--- config.mk ---
export PLATFORM = sky130hd
export DESIGN_NAME = bqe_sqrt
export DESIGN_NICKNAME = d
export VERILOG_FILES = /design/src/hdl/bqe_pkg.sv /design/src/hdl/bqe_sqrt.sv
export SDC_FILE = /design/constraint.sdc
export NUM_CORES = 2
export LEC_CHECK = 0
export ABC_CLOCK_PERIOD_IN_PS = 3900
export BUFFER_PORTS_ARGS = -buffer_cell sky130_fd_sc_hd__buf_2
export CELL_PAD_IN_SITES_DETAIL_PLACEMENT = 0
export CELL_PAD_IN_SITES_GLOBAL_PLACEMENT = 1
export CORE_MARGIN = 2
export CORE_UTILIZATION = 53
export CTS_CLUSTER_DIAMETER = 60
export DETAILED_ROUTE_END_ITERATION = 6
export GPL_ROUTABILITY_DRIVEN = 1
export PLACE_DENSITY = 0.83
export SLEW_MARGIN = 15
export SYNTH_ARGS = -nofsm -noshare
export SYNTH_HDL_FRONTEND = slang
export SYNTH_SLANG_ARGS = --single-unit
--- constraint.sdc ---
create_clock -name clock -period 3.9 [get_ports clock]
set_input_delay 0.78 -clock clock [delete_from_list [all_inputs] [get_ports clock]]
set_output_delay 0.78 -clock clock [all_outputs]
set_load 0.01 [all_outputs]
--- src/hdl/bqe_pkg.sv ---
`timescale 1ns / 1ps
// ----------------------------------------------------------------------------
// Billboard quad expander package
// Shared widths, latencies and codes of the quad expander pipeline.
// ----------------------------------------------------------------------------
package bqe_pkg;

   // Defaults of the top-level parameters.
   localparam int COORD_WIDTH_DEF = 32;
   localparam int COORD_FRAC_DEF  = 8;

   // Fixed field widths.
   localparam int COLOR_W = 8;
   localparam int SIZE_W  = 16;

   // Normalizer: magnitudes sit in a 64-bit word, one shift stage per bit of
   // the shift count.
   localparam int NORM_W   = 64;
   localparam int NORM_LAT = 6;
   localparam int UNIT_W   = 30;

   // Square root: one result bit per stage over a 64-bit radicand.
   localparam int RAD_W    = 64;
   localparam int ROOT_W   = 31;
   localparam int SQRT_LAT = 32;

   // Divider: one setup stage and one quotient bit per stage.
   localparam int QUOT_W  = 31;
   localparam int DIV_IT  = 31;
   localparam int DIV_LAT = DIV_IT + 1;

   // Fraction bits of the unit vectors.
   localparam int Q_FRAC = 30;

   localparam int CSR_INDEX_W = 2;

   typedef enum logic [CSR_INDEX_W-1:0] {
      CSR_VIEWER_X = 2'd0,
      CSR_VIEWER_Y = 2'd1,
      CSR_VIEWER_Z = 2'd2
   } csr_index_type;

   typedef enum logic [1:0] {
      CORNER_UL = 2'd0,
      CORNER_UR = 2'd1,
      CORNER_LR = 2'd2,
      CORNER_LL = 2'd3
   } corner_type;

   // Per-star flags that ride alongside the arithmetic.
   typedef struct packed {
      logic flat;
      logic neg_x;
      logic neg_y;
      logic neg_z;
   } dflag_type;

endpackage

--- src/hdl/bqe_sqrt.sv ---
`timescale 1ns / 1ps
// ----------------------------------------------------------------------------
// Billboard quad expander square root
// Pipelined digit-by-digit integer square root, one result bit per stage.
// ----------------------------------------------------------------------------
module bqe_sqrt (
   input  logic                         clock,
   input  logic                         en,
   input  logic [bqe_pkg::RAD_W-1:0]    rad,
   output logic [bqe_pkg::ROOT_W-1:0]   root
);

   localparam int W   = bqe_pkg::RAD_W;
   localparam int LAT = bqe_pkg::SQRT_LAT;

   logic [W-1:0] res_ff [LAT];
   logic [W-1:0] x_ff   [LAT-1];

   for (genvar j = 0; j < LAT; j++) begin : g_stage
      localparam logic [W-1:0] BIT = W'(1) << (2 * (LAT - 1 - j));
      logic [W-1:0] x_src;
      logic [W-1:0] r_src;
      logic [W-1:0] trial;
      logic         ge;

      if (j == 0) begin : g_first
         assign x_src = rad;
         assign r_src = '0;
      end else begin : g_next
         assign x_src = x_ff[j-1];
         assign r_src = res_ff[j-1];
      end

      assign trial = r_src + BIT;
      assign ge    = x_src >= trial;

      always_ff @(posedge clock) begin
         if (en) begin
            res_ff[j] <= ge ? ((r_src >> 1) + BIT) : (r_src >> 1);
         end
      end

      if (j < LAT - 1) begin : g_rem
         always_ff @(posedge clock) begin
            if (en) begin
               x_ff[j] <= ge ? (x_src - trial) : x_src;
            end
         end
      end
   end

   assign root = res_ff[LAT-1][bqe_pkg::ROOT_W-1:0];

endmodule

==> results.yml <==
cts:
  clockRootBuffer: "clkbuf_16"
  clock_sinks: 2511
  cts_tree: "yes"
  cts_made_buffers: 291
  clk_pin_slew_ps: 70
  clk_latency_ps: 940
  h-tree-depth: 5
  cts.path.max_buffers: 4
logic_synthesis:
  synth_edf_count: 2511
  netlist_instances: 9730
  synth_cell_types: 91
  synth_area_leaders: "edfxtp_1, ha_1, xnor2_1"
  avgSynthCellArea_sq_um: 12.4
  synth_top_area_frac: 0.622
  syn_nets: 10400
  ys_seq_area_frac: 0.622
  synthFlopType: "edfxtp_1"
  async_flop_share: 0
  yosysWarnings: 0
  synth_top_area_cell: "edfxtp_1"
  ys_ff_latch: 2511
  netlist_area_sq_um: 121000
timing:
  hold_violations: 0
  worst_slack_ps: 138
  setup_viol: 0
  min_period_ps: 3760
  fin_crit_sh: 0.965
  skew_ps: 94.3
  max_slew.worst_pin.slew_ps: 987
  max_slew_margin: 0.342
  fmax_mhz: 266
  slew_viol_final: 0
worst_setup_path:
  cp.required_ps: 4510
  critPathLaunchType: "flip-flop"
  criticalPathCategory: "reg -> reg"
  rr_worst_depth: 8
  cp-end-kind: "flip-flop"
  path_max_fanout: 8
  arrival_ps: 4370
final_layout:
  regArea_sq_um: 75400
  drive_above_1_share: 0.0943
  nets: 10900
  areaGrowthSynthToFinish_pct: 13.4
  fill_cells: 17600
  multiInputGateArea_sq_um: 42500
  fin_util: 0.604
placed_design:
  place_hpwl_mm: 226
  place_congestion: 0.905
  place_worst_setup_slack_ps: -150
  port_buffers: 96
floorplanning:
  rows: 175
  dieWidth_um: 482
  die_h_um: 482
  core_sq_um: 227000
  dieArea_sq_um: 232000
  start_util: 0.533
  io_pins: 97
power_and_ir_drop:
  seqPwrFrac: 0.456
  peakVddDrop_mv: 0.444
  combPwrFrac: 0.222
  leakagePower_nw: 52.1
  internal-power_mw: 57.6
  netSwitchingPower_mw: 24.1
  power_density_nw_per_um2: 595
  clkPwrFrac: 0.322
  switching_share: 0.295
detailed_routing:
  detailroute.via_count: 79800
  wirelength_mm: 304
  drt_iter0_markers: 8288
  ant_nets: 0
  drc: 0
  routedWlPerCell_um: 22.5
  vias_per_cell: 5.91
  first_pass_iters: 7
outcome:
  outcome: "finished, final reports clean"
global_route:
  grt_pass1_vias: 77000
  antenna_found_initial: 21
  globalRouteOverflowTotal: 0
  grt_max_degree: 141
  grt_use_total: 0.258
  grt_pass1_wl_mm: 461
worst_hold_path:
  hold_class: "in -> reg"
  min_path_cells: 1
job:
  cap_violations: 0
## cells in the mapped netlist, types with 13 or more instances
cell,instances
nand3_1,170
or2_2,40
and2_1,41
xnor2_1,491
nand4b_1,29
o41ai_1,17
inv_1,716
nor2_1,650
o211ai_1,38
nor4b_1,51
mux2_2,60
nand2_1,616
or3_1,95
a31oi_1,62
a211oi_1,47
nand3b_1,38
a211o_1,23
and4_1,32
nand2b_1,107
nor3_1,293
ha_1,558
o22ai_1,13
nand4_1,160
a21o_1,251
o21a_1,93
buf_2,14
xor2_1,394
clkbuf_1,157
and3_1,51
nor2b_1,72
or4_1,54
a21oi_1,628
o31ai_1,49
nor3b_1,28
edfxtp_1,2511
a21boi_0,31
buf_1,14
a2111oi_0,22
nor4_1,310
o21bai_1,42
o21ai_0,454
o2111ai_1,19
## layout by cell type (no fill, tap or decap), types with 45 or more instances in the layout
master / n
nand4_1: 160
nor4_1: 303
inv_1: 716
clkinv_2: 46
a21o_1: 251
nand2b_1: 107
clkbuf_1: 45
nand3_1: 169
buf_4: 270
edfxtp_1: 2511
xor2_1: 394
xnor2_1: 491
nor2b_1: 72
nor4b_1: 49
mux2_2: 60
or3_1: 95
nor3_1: 291
ha_1: 558
clkinv_1: 46
and3_1: 51
clkbuf_16: 295
o21a_1: 93
buf_2: 95
a31oi_1: 59
dlygate4sd3_1: 61
a211oi_1: 46
nor2_1: 649
or4_1: 54
o21ai_0: 453
nand2_1: 616
o31ai_1: 49
a21oi_1: 625
## kinds of logic after synthesis
kind of cell,share of synthesized area
AO/OA/AOI/OAI,0.0979
XOR/XNOR,0.0640
adder cells (fa/ha/maj),0.0576
buffers and inverters,0.0288
flip-flops,0.622
multiplexers,0.00617
AND/OR/NAND/NOR,0.123
## layout make-up
| class | instances | share of cell area |
|---|---|---|
| clock buffers | 340 | 0.0550 |
| flip-flops and latches | 2511 | 0.549 |
| repair buffers | 462 | 0.0277 |
| inverters | 723 | 0.0198 |
| diodes | 5 | 0.0000911 |
| well taps | 3009 | 0.0274 |
| multi-input cells | 6305 | 0.310 |
| clock inverters | 158 | 0.0114 |
## layer usage
layer,up-vias,GRT usage,part of all wire
met5,-,0,0.00025
met4,12,0.0553,0.020
met3,444,0.0371,0.066
met2,2715,0.415,0.47
met1,39000,0.374,0.45
li1,37600,-,-
## worst max-delay path, cell delays in order (launching register included)
cell        delay [ps]
edfxtp_1           420
ha_1               560
or4b_2             740
nor4_2             590
a211o_1            260
nor2_1              80
and2_2             270
clkinvlp_4         200
mux2_2             370
## through the flow
stage	TNS (ps)	hold slack [ps]	area [sq um]	cells	total power [mW]
3_5_place_dp	-906	430	127000	12900	55.4
4_1_cts	0	1.05	137000	13500	81.9
5_1_grt	-31.4	3.08	137000	13500	85.4
2_1_floorplan	0	417	121000	9730	48.9
3_3_place_gp	-561	427	127000	12900	55.2
6_report	0	51.5	137000	13500	81.7
## power groups by stage
| stage | Clock (mW) | Combinational [mW] | Sequential (mW) |
|---|---|---|---|
| after floorplan | 0 | 12.5 | 36.3 |
| after global placement | 0 | 17.5 | 37.7 |
| after detailed placement | 0 | 17.7 | 37.8 |
| after CTS | 26.8 | 17.8 | 37.3 |
| after global routing | 27.8 | 20.0 | 37.6 |
| final | 26.3 | 18.1 | 37.3 |
## final timing paths
path / startpoint / end / slack [ps]
setup / recovery: x_ff[1][482]$_DFFE_PP_ / x_ff[1][542]$_DFFE_PP_ / 140
hold / removal: rad[15] / x_ff[0][15]$_DFFE_PP_ / 50
setup reg to reg: x_ff[1][482]$_DFFE_PP_ / x_ff[1][542]$_DFFE_PP_ / 140
hold reg to reg: res_ff[7][71]$_DFFE_PP_ / res_ff[7][134]$_DFFE_PP_ / 390
## flip-flops by register name (all words and copies together), names as in the netlist
signal / flops
res_ff: 527
x_ff: 1984
## repair_timing
action | CTS | global route
hold buffers | 61 | 0
setup buffers | 0 | 2
gates resized for setup | 3 | 34
pin swaps | 0 | 3
endpoints found under the hold margin | 61 | 0
cloned | 0 | 0
setup endpoints to repair | 15 | 111
Power figures use the tool's default switching activity.
