$ cat src/hdl/bqe_pkg.sv
`timescale 1ns / 1ps
// ----------------------------------------------------------------------------
// Billboard quad expander package
// Shared widths, latencies and codes of the quad expander pipeline.
// ----------------------------------------------------------------------------
package bqe_pkg;

   // Defaults of the top-level parameters.
   localparam int COORD_WIDTH_DEF = 32;
   localparam int COORD_FRAC_DEF  = 8;

   // Fixed field widths.
   localparam int COLOR_W = 8;
   localparam int SIZE_W  = 16;

   // Normalizer: magnitudes sit in a 64-bit word, one shift stage per bit of
   // the shift count.
   localparam int NORM_W   = 64;
   localparam int NORM_LAT = 6;
   localparam int UNIT_W   = 30;

   // Square root: one result bit per stage over a 64-bit radicand.
   localparam int RAD_W    = 64;
   localparam int ROOT_W   = 31;
   localparam int SQRT_LAT = 32;

   // Divider: one setup stage and one quotient bit per stage.
   localparam int QUOT_W  = 31;
   localparam int DIV_IT  = 31;
   localparam int DIV_LAT = DIV_IT + 1;

   // Fraction bits of the unit vectors.
   localparam int Q_FRAC = 30;

   localparam int CSR_INDEX_W = 2;

   typedef enum logic [CSR_INDEX_W-1:0] {
      CSR_VIEWER_X = 2'd0,
      CSR_VIEWER_Y = 2'd1,
      CSR_VIEWER_Z = 2'd2
   } csr_index_type;

   typedef enum logic [1:0] {
      CORNER_UL = 2'd0,
      CORNER_UR = 2'd1,
      CORNER_LR = 2'd2,
      CORNER_LL = 2'd3
   } corner_type;

   // Per-star flags that ride alongside the arithmetic.
   typedef struct packed {
      logic flat;
      logic neg_x;
      logic neg_y;
      logic neg_z;
   } dflag_type;

endpackage

$ cat src/hdl/bqe_norm.sv
`timescale 1ns / 1ps
// ----------------------------------------------------------------------------
// Billboard quad expander normalizer
// Shifts a group of magnitudes jointly so the largest lands in [2^29, 2^30).
// ----------------------------------------------------------------------------
module bqe_norm #(
   parameter int IN_W  = 33,
   parameter int LANES = 2
) (
   input  logic                                   clock,
   input  logic                                   en,
   input  logic [LANES-1:0][IN_W-1:0]             mag,
   output logic [LANES-1:0][bqe_pkg::UNIT_W-1:0]  unit
);

   localparam int W = bqe_pkg::NORM_W;

   logic [LANES-1:0][W-1:0] lane_in;
   logic [LANES-1:0][W-1:0] stg_ff [bqe_pkg::NORM_LAT];

   always_comb begin
      for (int l = 0; l < LANES; l++) begin
         lane_in[l] = W'(mag[l]);
      end
   end

   // The top bits of the largest lane are zero exactly when they are zero in
   // the OR of all lanes, so no compare is needed.
   for (genvar j = 0; j < bqe_pkg::NORM_LAT; j++) begin : g_stage
      localparam int SHIFT = W >> (j + 1);
      logic [LANES-1:0][W-1:0] src;
      logic [W-1:0]            any;
      logic                    top_zero;

      if (j == 0) begin : g_first
         assign src = lane_in;
      end else begin : g_next
         assign src = stg_ff[j-1];
      end

      always_comb begin
         any = '0;
         for (int l = 0; l < LANES; l++) begin
            any = any | src[l];
         end
         top_zero = ~|any[W-1 -: SHIFT];
      end

      always_ff @(posedge clock) begin
         if (en) begin
            for (int l = 0; l < LANES; l++) begin
               stg_ff[j][l] <= top_zero ? (src[l] << SHIFT) : src[l];
            end
         end
      end
   end

   always_comb begin
      for (int l = 0; l < LANES; l++) begin
         unit[l] = stg_ff[bqe_pkg::NORM_LAT-1][l][W-1 -: bqe_pkg::UNIT_W];
      end
   end

endmodule

$ cat config.mk
export PLATFORM = sky130hd
export DESIGN_NAME = bqe_norm
export DESIGN_NICKNAME = d
export VERILOG_FILES = /design/src/hdl/bqe_pkg.sv /design/src/hdl/bqe_norm.sv
export SDC_FILE = /design/constraint.sdc
export NUM_CORES = 1
export LEC_CHECK = 0
export ABC_AREA = 0
export CAP_MARGIN = 10
export CORE_MARGIN = 4
export CORE_UTILIZATION = 40
export CTS_CLUSTER_DIAMETER = 30
export DETAILED_ROUTE_END_ITERATION = 7
export DONT_BUFFER_PORTS = 1
export GPL_ROUTABILITY_DRIVEN = 1
export GPL_TIMING_DRIVEN = 0
export PLACE_DENSITY = 0.51
export SLEW_MARGIN = 10
export SYNTH_ARGS = -nofsm -noshare
export SYNTH_HDL_FRONTEND = slang
export SYNTH_SLANG_ARGS = --single-unit
$ cat constraint.sdc
create_clock -name clock -period 5.55 [get_ports clock]
set_clock_uncertainty 0.15 [all_clocks]
set_input_delay 1.11 -clock clock [delete_from_list [all_inputs] [get_ports clock]]
set_output_delay 1.11 -clock clock [all_outputs]
set_load 0.02 [all_outputs]
==> impl_metrics.json <==
{
  "rows": 80,
  "total_gr_overflow": 0,
  "synthFlopType": "sky130_fd_sc_hd__edfxtp_1",
  "power.switching_w": 0.00210,
  "worst_skew_pair.late_latency_ps": 610,
  "yosysWarnings": 0,
  "drt-vias-per-instance": 4.72,
  "fp.dieArea_um2": 51900,
  "power.switching_fraction": 0.195,
  "critPathTopFamily": "simple AND/OR/NAND/NOR gates",
  "firstDrtPassIters": 4,
  "layout.filler_cells": 4001,
  "timing.final.setup_violations": 0,
  "clk_transition_reported_paths_ps": 40,
  "synth-edff-count": 474,
  "crit_buf_inv": 1,
  "biggestRegsByFlops": "stg_ff x474",
  "globalplace.congestion": 0.848,
  "vertical_die_dimension_um": 228,
  "final_area_um2": 23600,
  "post-route-drc-count": 0,
  "cts.sink_count": 474,
  "flow.area_growth_from_synthesis_pct": 22.2,
  "achievable-frequency_mhz": 409,
  "core-area_um2": 47700,
  "worst_hold_path_type": "reg2reg",
  "run_status": "finished with violations",
  "cp_slowest_stage_delay_ps": 420,
  "power.internal_w": 0.00865,
  "cts_resized": 0,
  "layout.area.seq_um2": 14200,
  "worst_slew_margin_rel": -0.209,
  "gr-usage-all-layers": 0.148,
  "synth_top_cells_by_area": "sky130_fd_sc_hd__edfxtp_1 74%, sky130_fd_sc_hd__mux2_2 11%, sky130_fd_sc_hd__nand2_1 3.4%, sky130_fd_sc_hd__a21o_1 2.4%, sky130_fd_sc_hd__mux2_4 2.3%",
  "ir_worst_vdd_mv": 0.299,
  "n_antenna_cell": 0,
  "postCtsSetupRepairBufs": 0,
  "multiInputGateArea_um2": 4770,
  "seq_power_share": 0.413,
  "wl_mm": 38.4,
  "i_o_pin_cnt": 128,
  "failed_checks": "slew limit",
  "synth_cells": 1147,
  "critPathCaptureType": "register",
  "grt_pass1_vias": 10000,
  "synth.lib_cells_used.distinct": 25,
  "crit_path_top_delay_cell": "sky130_fd_sc_hd__mux2_1",
  "p_leak_nw": 8.74,
  "grt_antenna_before_repair": 0,
  "timing_worst_setup_path_type": "reg2reg",
  "post_drt_wl_per_cell_um": 19.7,
  "placed_cell_area_um2": 20100,
  "initial_utilization": 0.405,
  "synth.top_cells.by_count": "474 x sky130_fd_sc_hd__edfxtp_1, 188 x sky130_fd_sc_hd__mux2_2, 175 x sky130_fd_sc_hd__nand2_1",
  "critical_path.cell_chain": "nor4_1 > nand4_1 > nor2_2 > buf_4 > mux2_1",
  "critical_path.startpoint_type": "register",
  "wire_length_of_the_first_global_routing_pass_mm": 59.0,
  "cts_hold_buffers_added": 0,
  "setup_tns_ps": 0,
  "period_minus_slack_ps": 2450,
  "max_flop_register": "stg_ff",
  "first_iter_violations": 660,
  "antenna_violating_nets_post_route": 0,
  "critical_path_cell_count": 5,
  "synth_seq_area_share": 0.736,
  "hold_depth": 2,
  "portion_of_the_clock_cycle_consumed_by_the_worst_path_in_the_final_layout": 0.441,
  "cts_tree": "yes",
  "final_net_count": 1319,
  "clock_tree.root_cell": "sky130_fd_sc_hd__clkbuf_16",
  "grt_start_max_net_pins": 475,
  "critical_path_arrival_ps": 2620,
  "worstPathRequired_ps": 5720,
  "tightestPinTransition_ps": 1810,
  "timing_hold_violations_final": 0,
  "grt_setup_unrepaired": "no",
  "ctsLongestPathBuffers": 3,
  "power.share.clock": 0.562,
  "p_per_area_nw_per_um2": 455,
  "count_leader_synth": "sky130_fd_sc_hd__edfxtp_1",
  "synth.top_cell.area_share": 0.736,
  "synth_largest_area_cell": "sky130_fd_sc_hd__edfxtp_1",
  "numCtsBuffers": 102,
  "synth_area_per_inst_um2": 16.9,
  "power_frac_comb": 0.025,
  "die_x_um": 228,
  "num_vias": 9217,
  "synth_area_um2": 19300,
  "max-cap-violations": 0,
  "drv_slew": 178,
  "postSynthRegisterBits": 474,
  "postSynthNetCount": 1215,
  "crit_fanout": 10,
  "largest_register_ff_count": 474,
  "drive_above_1_share": 0.306,
  "ff2ff_path_depth": 5,
  "synth-async-reset-ratio": 0,
  "portBuffers": 0,
  "cts_htree_levels": 3,
  "detailedPlacementHpwl_mm": 25.7
}
cell families (layout without fill, tap and decap cells):
| family | after synthesis | count (layout) | share of synthesized area |
|---|---|---|---|
| AOI/OAI and AO/OA | 65 | 65 | 0.0248 |
| buffers and inverters | 59 | 248 | 0.0177 |
| DFF | 474 | 474 | 0.736 |
| muxes | 231 | 231 | 0.140 |
| and+or+nand+nor | 318 | 318 | 0.0814 |
placed cells by master (no fill, tap or decap), drive strengths merged:
master and instances:
clkinv 38, buf 31, clkbuf 145, edfxtp 474
a21o 62, bufinv 17, nor2 4, and4 1
clkinvlp 11, mux2 231, nand2 175, nor4 13
or4 2, and2 62, nor2b 58, inv 6
o21ai 3, nand4 3
final timing paths:
| path | to | startpoint | slack (ps) |
|---|---|---|---|
| setup / recovery | stg_ff[0][160]$_DFFE_PP_ | stg_ff[0][62]$_SDFFCE_PN0P_ | 3100 |
| hold / removal | stg_ff[1][97]$_DFFE_PP_ | stg_ff[0][217]$_DFFE_PP_ | 370 |
| setup reg to reg | stg_ff[0][160]$_DFFE_PP_ | stg_ff[0][62]$_SDFFCE_PN0P_ | 3100 |
| hold reg to reg | stg_ff[1][97]$_DFFE_PP_ | stg_ff[0][217]$_DFFE_PP_ | 370 |
power by group through the flow:
stage | clock, W | combinational, W | sequential [W]
6_report | 0.00604 | 0.000274 | 0.00443
5_1_grt | 0.00637 | 0.000307 | 0.00445
4_1_cts | 0.00617 | 0.000279 | 0.00443
3_5_place_dp | 0 | 0.000273 | 0.00449
2_1_floorplan | 0 | 0.000213 | 0.00442
3_3_place_gp | 0 | 0.000277 | 0.00449
layout make-up:
class	count	area share
well taps	615	0.0326
plain buffers	55	0.0138
inverters	4	0.000635
clock inverters	68	0.0342
clock buffers	121	0.115
flip-flops and latches	474	0.602
multi-input cells	614	0.202
layer usage:
layer	up-vias	wire length (um)	global-route usage
li1	4526	-	-
met1	4378	17300	0.196
met2	238	17700	0.229
met3	75	2360	0.0454
met4	0	915	0.0589
met5	-	0	0
metrics by stage:
| stage | setup WS [ps] | power, W | hold WS (ps) | cells | utilization |
|---|---|---|---|---|---|
| after CTS | 3080 | 0.0109 | 366 | 1951 | 0.495 |
| after global placement | 2730 | 0.00476 | 357 | 1762 | 0.421 |
| final | 3100 | 0.0107 | 368 | 1951 | 0.495 |
| after detailed placement | 2710 | 0.00476 | 356 | 1762 | 0.421 |
| after floorplan | 3270 | 0.00463 | 334 | 1147 | - |
| after global routing | 2930 | 0.0111 | 394 | 1951 | 0.495 |
worst register-to-register path: stages, from the launching register on:
cell and delay [ps]:
sky130_fd_sc_hd__edfxtp_1 400, sky130_fd_sc_hd__nor4_1 360, sky130_fd_sc_hd__nand4_1 160, sky130_fd_sc_hd__nor2_2 360, sky130_fd_sc_hd__buf_4 300, sky130_fd_sc_hd__mux2_1 420
No activity file was read; power rests on OpenSTA's default activity.
