**config.mk**
```make
export PLATFORM = sky130hd
export DESIGN_NAME = bqe_div
export DESIGN_NICKNAME = d
export VERILOG_FILES = /design/src/hdl/bqe_pkg.sv /design/src/hdl/bqe_div.sv
export SDC_FILE = /design/constraint.sdc
export NUM_CORES = 2
export LEC_CHECK = 0
export BUFFER_PORTS_ARGS = -buffer_cell sky130_fd_sc_hd__buf_4
export CORE_MARGIN = 2
export CORE_UTILIZATION = 40
export CTS_CLUSTER_DIAMETER = 60
export DETAILED_ROUTE_END_ITERATION = 7
export MAX_ROUTING_LAYER = met4
export PLACE_DENSITY = 0.51
export RECOVER_POWER = 50
export SLEW_MARGIN = 20
export SYNTH_ARGS = -nofsm -noshare
export SYNTH_HDL_FRONTEND = slang
export SYNTH_SLANG_ARGS = --single-unit
```
**constraint.sdc**
```tcl
create_clock -name clock -period 6.2 [get_ports clock]
set_input_delay 1.86 -clock clock [delete_from_list [all_inputs] [get_ports clock]]
set_output_delay 1.86 -clock clock [all_outputs]
set_load 0.005 [all_outputs]
```
**src/hdl/bqe_pkg.sv**
```systemverilog
`timescale 1ns / 1ps
// ----------------------------------------------------------------------------
// Billboard quad expander package
// Shared widths, latencies and codes of the quad expander pipeline.
// ----------------------------------------------------------------------------
package bqe_pkg;

   // Defaults of the top-level parameters.
   localparam int COORD_WIDTH_DEF = 32;
   localparam int COORD_FRAC_DEF  = 8;

   // Fixed field widths.
   localparam int COLOR_W = 8;
   localparam int SIZE_W  = 16;

   // Normalizer: magnitudes sit in a 64-bit word, one shift stage per bit of
   // the shift count.
   localparam int NORM_W   = 64;
   localparam int NORM_LAT = 6;
   localparam int UNIT_W   = 30;

   // Square root: one result bit per stage over a 64-bit radicand.
   localparam int RAD_W    = 64;
   localparam int ROOT_W   = 31;
   localparam int SQRT_LAT = 32;

   // Divider: one setup stage and one quotient bit per stage.
   localparam int QUOT_W  = 31;
   localparam int DIV_IT  = 31;
   localparam int DIV_LAT = DIV_IT + 1;

   // Fraction bits of the unit vectors.
   localparam int Q_FRAC = 30;

   localparam int CSR_INDEX_W = 2;

   typedef enum logic [CSR_INDEX_W-1:0] {
      CSR_VIEWER_X = 2'd0,
      CSR_VIEWER_Y = 2'd1,
      CSR_VIEWER_Z = 2'd2
   } csr_index_type;

   typedef enum logic [1:0] {
      CORNER_UL = 2'd0,
      CORNER_UR = 2'd1,
      CORNER_LR = 2'd2,
      CORNER_LL = 2'd3
   } corner_type;

   // Per-star flags that ride alongside the arithmetic.
   typedef struct packed {
      logic flat;
      logic neg_x;
      logic neg_y;
      logic neg_z;
   } dflag_type;

endpackage

```
**src/hdl/bqe_div.sv**
```systemverilog
`timescale 1ns / 1ps
// ----------------------------------------------------------------------------
// Billboard quad expander divider
// Pipelined restoring divider giving round(num * 2^30 / den), num <= den.
// ----------------------------------------------------------------------------
module bqe_div (
   input  logic                        clock,
   input  logic                        en,
   input  logic [bqe_pkg::QUOT_W-1:0]  num,
   input  logic [bqe_pkg::QUOT_W-1:0]  den,
   output logic [bqe_pkg::QUOT_W-1:0]  quo
);

   localparam int QW  = bqe_pkg::QUOT_W;
   localparam int IT  = bqe_pkg::DIV_IT;
   localparam int NW  = QW + bqe_pkg::Q_FRAC;

   logic [NW-1:0] dividend;
   logic [QW-1:0] set_rem_ff;
   logic [QW-1:0] set_low_ff;
   logic [QW-1:0] set_den_ff;

   logic [QW-1:0] q_ff   [IT];
   logic [QW-1:0] rem_ff [IT-1];
   logic [QW-1:0] low_ff [IT-1];
   logic [QW-1:0] den_ff [IT-1];

   // Adding half the divisor before dividing rounds half up.
   assign dividend = {num, bqe_pkg::Q_FRAC'(0)} + NW'(den >> 1);

   always_ff @(posedge clock) begin
      if (en) begin
         set_rem_ff <= QW'(dividend[NW-1:QW]);
         set_low_ff <= dividend[QW-1:0];
         set_den_ff <= den;
      end
   end

   for (genvar j = 0; j < IT; j++) begin : g_stage
      logic [QW-1:0] rem_src;
      logic [QW-1:0] low_src;
      logic [QW-1:0] den_src;
      logic [QW-1:0] q_src;
      logic [QW:0]   rem2;
      logic [QW:0]   diff;
      logic          ge;

      if (j == 0) begin : g_first
         assign rem_src = set_rem_ff;
         assign low_src = set_low_ff;
         assign den_src = set_den_ff;
         assign q_src   = '0;
      end else begin : g_next
         assign rem_src = rem_ff[j-1];
         assign low_src = low_ff[j-1];
         assign den_src = den_ff[j-1];
         assign q_src   = q_ff[j-1];
      end

      assign rem2 = {rem_src, low_src[QW-1-j]};
      assign diff = rem2 - {1'b0, den_src};
      assign ge   = rem2 >= {1'b0, den_src};

      always_ff @(posedge clock) begin
         if (en) begin
            q_ff[j] <= {q_src[QW-2:0], ge};
         end
      end

      if (j < IT - 1) begin : g_carry
         always_ff @(posedge clock) begin
            if (en) begin
               rem_ff[j] <= ge ? diff[QW-1:0] : rem2[QW-1:0];
               low_ff[j] <= low_src;
               den_ff[j] <= den_src;
            end
         end
      end
   end

   assign quo = q_ff[IT-1];

endmodule

```
==> impl_metrics.json <==
{
  "wl_um": 346000,
  "cts_buffers": 312,
  "dieArea_sq_um": 337000,
  "synth_mux_area_share_pct": 3.27,
  "yosysWarningCount": 0,
  "fmax_mhz": 197,
  "ys_types": 102,
  "chipHeight_um": 581,
  "reg2reg_slack_ps": 1320,
  "switching_share_pct": 38.2,
  "synth_nets": 12639,
  "cp_top_family": "buffers and inverters",
  "syn_area_sq_um": 133000,
  "grt_pass1_vias": 88755,
  "worst_pin_slew_ps": 4250,
  "vias": 88397,
  "path_clk_slew_ps": 60,
  "vias_per_cell": 5.37,
  "synth_compound_area_share_pct": 14.8,
  "detailed_place_hpwl_um": 263000,
  "clock_skew_ps": 37.1,
  "area_delta_synth_final_pct": 12.2,
  "drc": 0,
  "status": "finished, violations left",
  "postCtsSetupRepairBufs": 0,
  "violations": "max-capacitance violations, max-slew violations",
  "setup_viol": 0,
  "finalCritPeriodShare_pct": 81.7,
  "synth.most_common_cell": "edfxtp_1",
  "wl_per_cell_um": 21.0,
  "layout.nets": 12883,
  "crit_path_end_kind": "flop",
  "synth.top_cell.area_share_pct": 54.5,
  "synth_area_leaders": "edfxtp_1, ha_1, a21oi_1, inv_1, xnor2_1",
  "p_total_mw": 82.4,
  "core-area_sq_um": 331000,
  "rr_endpoint": "rem_ff[1][193]",
  "gp_congestion": 0.945,
  "hold_buffers": 0,
  "synthArstFlopShare_pct": 0,
  "worstSkewPairLatency_ps": 910,
  "clockBufferDepth": 4,
  "synth_top_area_cell": "edfxtp_1",
  "avgSynthCellArea_sq_um": 11.5,
  "start_util_pct": 40.2,
  "critPathSlowestCell": "clkbuf_1",
  "cpPeakStageDelay_ps": 3020,
  "synthAdderAreaFrac_pct": 9.48,
  "synth_cells": 11584,
  "ys_seq_elements": 2418,
  "path_buf_inv": 2,
  "hp-class": "reg -> reg",
  "cts_tree": "done",
  "internal_power_mw": 50.9,
  "grt_usage_pct": 20.7,
  "path_class": "in -> reg",
  "cp.depth": 2,
  "grt_pass1_wl_um": 531000,
  "io_pins": 95,
  "synthSimpleGateAreaFrac_pct": 8.68,
  "ant_nets": 0,
  "cp.arrival_ps": 5450,
  "p_leak_nw": 60.7,
  "synth_seq_area_share_pct": 54.5,
  "crit_chain": "buf_16 -> clkbuf_1",
  "r2r-start": "den_ff[5][40]",
  "fin_crit_ps": 5060,
  "rsz0062_at_grt": "false",
  "grt_max_degree": 145,
  "critPathLaunchType": "primary input",
  "drive_above_1_share_pct": 9.02,
  "synth_xor_area_share_pct": 5.08,
  "p_switching_mw": 31.5,
  "synth_common_cells": "edfxtp_1, inv_1, ha_1",
  "p_clk_share_pct": 21.6,
  "grt_antenna_before_repair": 17,
  "cp.required_ps": 6590,
  "clock_sinks": 2418,
  "power.density_nw_per_um2": 552,
  "synth_enable_flop_cells": 2418,
  "slew_headroom_pct": -183,
  "worstHoldStart": "q_ff[15][15]",
  "drv_slew": 915,
  "p_comb_share_pct": 45.2,
  "clockRootBuffer": "clkbuf_16",
  "first_pass_iters": 6,
  "hold_end": "q_ff[16][16]",
  "ir_worst_vdd_v": 0.000232,
  "grt-ovfl-total": 0,
  "min_path_cells": 0,
  "fillers": 30515,
  "r2r_cells": 12,
  "drt_iter0_drc": 6716,
  "p_seq_share_pct": 33.2,
  "die_w_um": 581,
  "crit_fanout": 97,
  "maxCapViolCount": 15,
  "htree_num_levels": 5,
  "synth_top_family_by_area": "compound AO/OA/AOI/OAI gates",
  "cts_resized": 0,
  "io_buffer_count": 94,
  "finalHoldViolCount": 0,
  "fin_setup_tns_ps": 0,
  "synthFlopType": "edfxtp_1",
  "rows": 211
}
-- state kept, by name (all words and copies together), names as in the netlist --
name             cells
g_stage.low_src     31
rem_ff             930
g_stage.den_src      1
q_ff               496
den_ff             922
g_stage.rem_src     30
low_ff               8
-- logic make-up (layout without fill, tap and decap cells) --
group | count (synthesis) | after routing
AOI/OAI and AO/OA | 3131 | 3131
and+or+nand+nor | 2452 | 2452
DFF | 2418 | 2418
buffers and inverters | 1440 | 1934
adders and majority gates | 991 | 991
xor gates and xnor gates | 772 | 772
muxes | 380 | 380
other | 0 | 18
-- area by class of cell --
cell class	instances	area [sq um]	share of cell area [%]
Clock buffer	365	8090	5.42
Inverter	1175	4410	2.95
Clock inverter	199	1960	1.31
Multi-Input combinational cell	7726	55200	37.0
Timing Repair Buffer	195	1560	1.04
Sequential cell	2418	72600	48.6
Tap cell	4366	5460	3.66
Antenna cell	18	45.0	0.0302
-- cell usage in the layout, fill, tap and decap left out, drive strengths merged, types with 50 or more instances in the layout --
cell / instances
xor2: 308
nand3: 183
buf: 107
a21oi: 958
o31ai: 62
mux2: 353
nand2b: 122
nor3: 117
and3: 70
o21ai: 754
a21o: 537
clkbuf: 453
a211oi: 78
a31oi: 102
nand4: 149
xnor2: 464
o21a: 128
and2: 50
edfxtp: 2418
clkinv: 127
nand2: 756
nor2: 691
nor2b: 130
inv: 1199
o21bai: 117
ha: 961
-- through the flow --
| stage | hold WS (ps) | cells | setup slack, ps | utilization [%] | instance area [sq um] |
|---|---|---|---|---|---|
| after floorplan | 400 | 11584 | 2690 | - | 133000 |
| after global placement | 400 | 15879 | 1490 | 42.1 | 139000 |
| after detailed placement | 405 | 15879 | 1500 | 42.1 | 139000 |
| after CTS | 405 | 16443 | 1440 | 45.2 | 149000 |
| after global routing | 408 | 16459 | 732 | 45.1 | 149000 |
| final | 403 | 16462 | 1140 | 45.1 | 149000 |
-- power by group through the flow --
stage | clock, mW | sequential (mW) | combinational, mW
floorplan | 0 | 26.0 | 28.1
global placement | 0 | 27.8 | 36.6
detailed placement | 0 | 27.7 | 36.9
CTS | 18.4 | 27.4 | 37.2
global route | 19.0 | 27.8 | 41.6
finish | 17.8 | 27.4 | 37.3
-- layer usage --
layer	up-vias	track usage, %	wire [um]
met3	558	2.23	13400
met4	0	6.46	11400
met1	42852	26.6	154000
met5	-	-	0
li1	43126	-	-
met2	1861	34.4	167000
-- worst max-delay path by stage --
stage              startpoint        endpoint  slack (ps)
2_1_floorplan  den_ff[4][104]  rem_ff[1][127]        2690
3_3_place_gp    den_ff[5][40]  rem_ff[1][190]        1490
3_5_place_dp    den_ff[5][40]  rem_ff[1][200]        1500
4_1_cts         den_ff[5][40]  rem_ff[1][207]        1440
5_1_grt                    en  den_ff[2][116]         730
6_report                   en  den_ff[2][109]        1140
(Power assumes the default switching activity.)
